<file path="src/hdl/srat_ram.sv">
// Generic single-write, single-read RAM with registered read data.
// No dependencies.
module srat_ram #(
   parameter int WIDTH = 8,
   parameter int DEPTH = 16
) (
   input  logic                     clock,
   input  logic                     wr_en,
   input  logic [$clog2(DEPTH)-1:0] wr_addr,
   input  logic [WIDTH-1:0]         wr_data,
   input  logic                     rd_en,
   input  logic [$clog2(DEPTH)-1:0] rd_addr,
   output logic [WIDTH-1:0]         rd_data
);

   logic [WIDTH-1:0] mem_ff [DEPTH];
   logic [WIDTH-1:0] rd_data_ff;

   // Write port
   always_ff @(posedge clock) begin
      if (wr_en) begin
         mem_ff[wr_addr] <= wr_data;
      end
   end

   // Registered read port; hold data when idle
   always_ff @(posedge clock) begin
      if (rd_en) begin
         rd_data_ff <= mem_ff[rd_addr];
      end
   end

   assign rd_data = rd_data_ff;

endmodule

</file>
<file path="config.mk">
export PLATFORM = sky130hd
export DESIGN_NAME = srat_ram
export DESIGN_NICKNAME = d
export VERILOG_FILES = /design/src/hdl/srat_ram.sv
export SDC_FILE = /design/constraint.sdc
export NUM_CORES = 1
export LEC_CHECK = 0
export BUFFER_PORTS_ARGS = -buffer_cell sky130_fd_sc_hd__buf_2
export CAP_MARGIN = 25
export CORE_MARGIN = 2
export CORE_UTILIZATION = 63
export CTS_BUF_LIST = sky130_fd_sc_hd__clkbuf_4
export DETAILED_ROUTE_END_ITERATION = 6
export PLACE_DENSITY = 0.82
export SLEW_MARGIN = 20
export SYNTH_ARGS = -nofsm -noshare
export SYNTH_HDL_FRONTEND = slang
export SYNTH_SLANG_ARGS = --single-unit
</file>
<file path="constraint.sdc">
create_clock -name clock -period 2.3 [get_ports clock]
set_input_delay 0.345 -clock clock [delete_from_list [all_inputs] [get_ports clock]]
set_output_delay 0.345 -clock clock [all_outputs]
set_load 0.05 [all_outputs]
</file>
### After elaboration in Yosys (flattened, before gate mapping)

Memory sizes are Yosys's and may differ from the RTL's. A register that Yosys moved wholly into a read port is not among the register bits.
Cells that the tools add are included.

| storage, ports and cells | value |
|---|---|
| register bits after elaboration | 0 |
| bits in latches | 0 |
| RAM bits | 128 |
| ROM bits | 0 |
| input bits | 19 |
| output and inout port bits | 8 |
| word-level logic and storage cells | 3 |
| memories | 1 |

| cells by class | value |
|---|---|
| add/subtract/negate cells | 0 |
| multipliers | 0 |
| divide/modulo/power cells | 0 |
| $lt $le $gt $ge | 0 |
| equal/unequal tests | 0 |
| shift-type cells | 0 |
| mux-type cells | 2 |
| bitwise logic cells | 0 |
| reductions and logical operators | 0 |

Memories:

| memory | words | bits a word | read ports | clocked after Yosys merged registers in | wr ports | RTL line | source |
|---|---|---|---|---|---|---|---|
| mem_ff | 16 | 8 | 1 | 1 | 1 | 16 | `logic [WIDTH-1:0] mem_ff [DEPTH];` |

Operator list:

| cell | number |
|---|---|
| 1-bit 2-to-1 mux | 2 |

### Longest topological paths before layout

| logic depth | value |
|---|---|
| word-level depth | 2 |
| depth in mapped cells | 5 |
| depth with buffers taken out | 3 |

### Least setup slack after synthesis

No wires, ideal clock.

| timing path | value |
|---|---|
| path type | input-to-reg |
| start | in wr_addr[2] |
| end | mem mem_ff[0][0], enable pin |
| setup time | 0.383 ns |
| arrival time | 1.455 ns |
| required time | 1.917 ns |
| path slack | 0.462 ns |
| stages on the path | 2 |
| buffers on the path | 0 |
| path through | or3b_2 > nor3_1 |

RTL lines:

| item | RTL line | source |
|---|---|---|
| from (decl) | 9 | `input logic [$clog2(DEPTH)-1:0] wr_addr,` |
| to (decl) | 16 |  |

No word-level cell before the write port.

### Worst setup path after layout

| timing path | value |
|---|---|
| start | reg rd_data_ff[6], in the netlist rd_data[6] (read register of mem_ff) |
| end | out rd_data[6] |

RTL lines:

| item | RTL line | source |
|---|---|---|
| from (decl) | 17 | `logic [WIDTH-1:0] rd_data_ff;` |
| to (decl) | 13 | `output logic [WIDTH-1:0] rd_data` |

No word-level cell between the ends.

==> PnR_summary.wiki <==
{| class="wikitable"
! Metric !! Value
|-
| Run status || finished clean
|-
| Required time of the critical path || 1.96 ns
|-
| Final Hold Fails || 0
|-
| Design area || 5820 um^2
|-
| Multiplexer fraction of the synthesized cell area || 0.148
|-
| Avg Vias per Cell || 6.22
|-
| Terminus of the critical flop-to-flop path || rd_data[4]$_DFFE_PP_
|-
| Maximum number of pins on one net before global-route repair || 33
|-
| Overall global routing resource usage || 0.228
|-
| Router iterations before antenna repair || 4
|-
| Number of antenna violations at the first check in global routing || 0
|-
| Place WS || 0.332 ns
|-
| Worst Path Buf+Inv || 1
|-
| Setup slack, reg-to-reg || around 0.81 ns
|-
| Synthesized netlist cell count || ~230
|-
| Placeable core area || roughly 8000 um^2
|-
| Post-DP HPWL || 5770 um
|-
| Num rows || 33
|-
| Post-synthesis instance area || 5230 um^2
|-
| Port Buffers || 26
|-
| Die Span Y || 95.1 um
|-
| Final setup skew || around 0.011 ns
|-
| 1st-iter DRT viols || ~250
|-
| Peak ir drop on the vdd network || 342 uV
|-
| Aggregate routed wire length || 9150 um
|-
| Placed instance area || 5560 um^2
|-
| Total count of max-transition violations in the final report || 0
|-
| Setup repair after global routing missed its margin || false
|-
| Die footprint || 9040 um^2
|-
| Number of top-level design ports || 27
|-
| Synth Area in Adders || 0
|-
| Vias || 2486
|-
| Startpoint-to-endpoint class of the critical path || reg2out
|-
| Routability Congestion || 0.736
|-
| Root buffer selected by CTS || sky130_fd_sc_hd__clkbuf_4
|-
| Final setup TNS || 0 ns
|-
| Total clock buffers created by CTS || 17
|-
| Reg2Reg Depth || 3
|-
| Crit path cell chain || buf_2
|-
| Fraction of the mapped netlist area in compound gates || 0.0230
|-
| Delay-heaviest family, CP || flip-flops
|-
| Simple-gate area share of the yosys netlist || 0.0314
|-
| Slowest cell delay on critical path || 0.40 ns
|-
| Overflow left after global routing || 0
|-
| Number of global-route vias before repair || approximately 2500
|-
| Number of post-CTS setup repair buffers || 0
|-
| Reg-to-Reg Start || mem_ff[10][4]$_DFFE_PP_
|-
| Endpoint type of the worst setup path || output pin
|-
| Seq/Total Area, Yosys || 0.781
|-
| Effective utilization at floorplan || 0.643
|-
| Worst relative slew slack || 0.505
|-
| Count of H-tree levels built during CTS || 4
|-
| Highest attainable clock frequency || 653 MHz
|-
| Worst-path clk slew || 0.12 ns
|-
| TritonCTS clock tree || yes
|-
| Xor and xnor fraction of the mapped netlist area || 0
|-
| Diode insertion count for antenna repair || 0
|-
| CP max-delay cell || sky130_fd_sc_hd__edfxtp_1
|-
| Number of filler instances in the final layout || 453
|-
| Number of nets produced by synthesis || 248
|-
| Wire length of the first global-routing pass || 14000 um
|-
| Number of instances on the worst hold path || 1
|-
| Actual transition at the worst max-transition pin || 0.742 ns
|-
| Synth cell types || 18
|-
| Number of register bits inferred by synthesis || 136
|-
| Largest fanout on the critical path || 1
|-
| Count of antenna-violating nets left after detailed routing || 0
|-
| Terminating pin of the worst hold path || rd_data[7]$_DFFE_PP_
|-
| Final worst path period need || 1.53 ns
|-
| DR WL/cell || around 23 um
|-
| Finish-stage setup viols || 0
|-
| Combinational family with the most area after synthesis || multiplexers
|-
| Max-cap violations || 0
|-
| Buffers from clock root to sink, at most || 2
|-
| Number of buffers inserted for hold repair after clock tree synthesis || 0
|-
| DRC Markers || 0
|-
| Share of flip-flops with an asynchronous set or reset after synthesis || 0
|-
| Number of instances resized during post-cts repair || 0
|-
| Post-synthesis to final-layout area growth || 11.3%
|-
| Count of synthesis-stage warnings from yosys || 0
|-
| Fraction of layout cells with a size suffix above 1 || 0.319
|-
| Arrival time at the worst endpoint || 1.19 ns
|-
| Hold Startpoint || rd_en
|-
| Static leakage || just under 2 nW
|-
| Chip width || 95.1 um
|-
| Share of the cycle needed by the critical path after routing || 0.666
|-
| Synthesized area per cell || between 20 and 25 um^2
|-
| Later-pin clock latency in the skew report || 0.51 ns
|-
| Type of the most critical hold path || in2reg
|-
| Nature of the critical path startpoint || register
|-
| Net count, final || 301
|-
| CTS Sinks || 136
|-
| Number of flops mapped to enable cells by yosys || 136
|-
| Setup ws final || approximately 0.77 ns
|-
| Most instantiated flip-flop cell in the synthesis netlist || sky130_fd_sc_hd__edfxtp_1
|-
| Power density normalized to cell area || 769 nW/um^2
|}
[worst register-to-register path: cells and delay by family (launching register included)]
family | cells | cell delay (ns)
compound gates | 1 | 0.27
simple gates | 1 | 0.08
flops | 1 | 0.39
mux | 1 | 0.51
[sequential cells by signal, indices dropped and copies added, names as in the netlist]
signal and flops:
mem_ff 128, rd_data 8
[worst max-delay path by stage]
stage                    startpoint                     end  slack [ns]  cells after the start
2_1_floorplan            wr_addr[2]  mem_ff[0][0]$_DFFE_PP_        0.46                      2
4_1_cts        rd_data[6]$_DFFE_PP_              rd_data[6]        0.72                      1
3_5_place_dp             rd_addr[0]    rd_data[4]$_DFFE_PP_        0.33                      5
3_3_place_gp             rd_addr[0]    rd_data[4]$_DFFE_PP_        0.39                      5
6_report       rd_data[6]$_DFFE_PP_              rd_data[6]        0.77                      1
5_1_grt        rd_data[6]$_DFFE_PP_              rd_data[6]        0.71                      1
[kinds of logic after synthesis]
kind of cell	after synthesis
buffers and inverters	10
flip-flops	136
AND/OR/NAND/NOR	35
AO/OA/AOI/OAI	16
multiplexers	32
[per-layer routing]
| metal | global-route usage | wire length [um] | up-vias |
|---|---|---|---|
| li1 | - | - | 1097 |
| met1 | 0.328 | 3740 | 1276 |
| met2 | 0.350 | 4710 | 103 |
| met3 | 0.0577 | 591 | 10 |
| met4 | 0.0761 | 117 | 0 |
| met5 | 0 | 0 | - |
[report_power, final]
group	switching [W]	total [W]	internal [W]
Clock	0.000851	0.00139	0.000538
Combinational	0.000178	0.000287	0.000108
Sequential	0.0000153	0.00280	0.00279
[synth_stat cells (2+ instances only)]
cell,number,area share
sky130_fd_sc_hd__mux4_1,14,0.070
sky130_fd_sc_hd__mux4_2,18,0.078
sky130_fd_sc_hd__edfxtp_1,136,0.78
sky130_fd_sc_hd__clkdlybuf4s25_2,3,0.0057
sky130_fd_sc_hd__nor2_1,13,0.0093
sky130_fd_sc_hd__nand2b_1,2,0.0024
sky130_fd_sc_hd__nand3b_1,2,0.0029
sky130_fd_sc_hd__nor3_1,4,0.0038
sky130_fd_sc_hd__a22oi_1,16,0.023
sky130_fd_sc_hd__buf_2,3,0.0029
sky130_fd_sc_hd__nand2_1,9,0.0065
sky130_fd_sc_hd__buf_6,3,0.0065
[per-stage QoR]
step | hold WS [ns] | cells | total power [W] | util
after global routing | 0.166 | 400 | 0.00464 | 0.716
after detailed placement | 0.726 | 368 | 0.00315 | 0.684
after floorplan | 0.444 | 229 | 0.00304 | -
final | 0.200 | 400 | 0.00448 | 0.716
after global placement | 0.725 | 368 | 0.00314 | 0.684
after CTS | 0.164 | 400 | 0.00451 | 0.716
[cell usage in the layout, fill, tap and decap left out, drive strengths merged, types with 2 or more instances in the layout]
cell type,netlist,final
edfxtp,136,136
buf,7,44
mux4,32,32
clkbuf,0,17
a22oi,16,16
nor2,13,13
clkinv,0,10
nand2,9,9
nor3,4,4
nand3b,2,2
nand2b,2,2
inv,0,2
clkinvlp,0,2
[cell type report]
| type | instances | area [um^2] | area share |
|---|---|---|---|
| Clock buffer | 17 | 128 | 0.0219 |
| Clock inverter | 15 | 130 | 0.0224 |
| Multi-Input combinational cell | 83 | 1060 | 0.182 |
| Sequential cell | 136 | 4080 | 0.702 |
| Tap cell | 105 | 131 | 0.0226 |
| Timing Repair Buffer | 44 | 290 | 0.0499 |
Power figures use the tool's default switching activity.
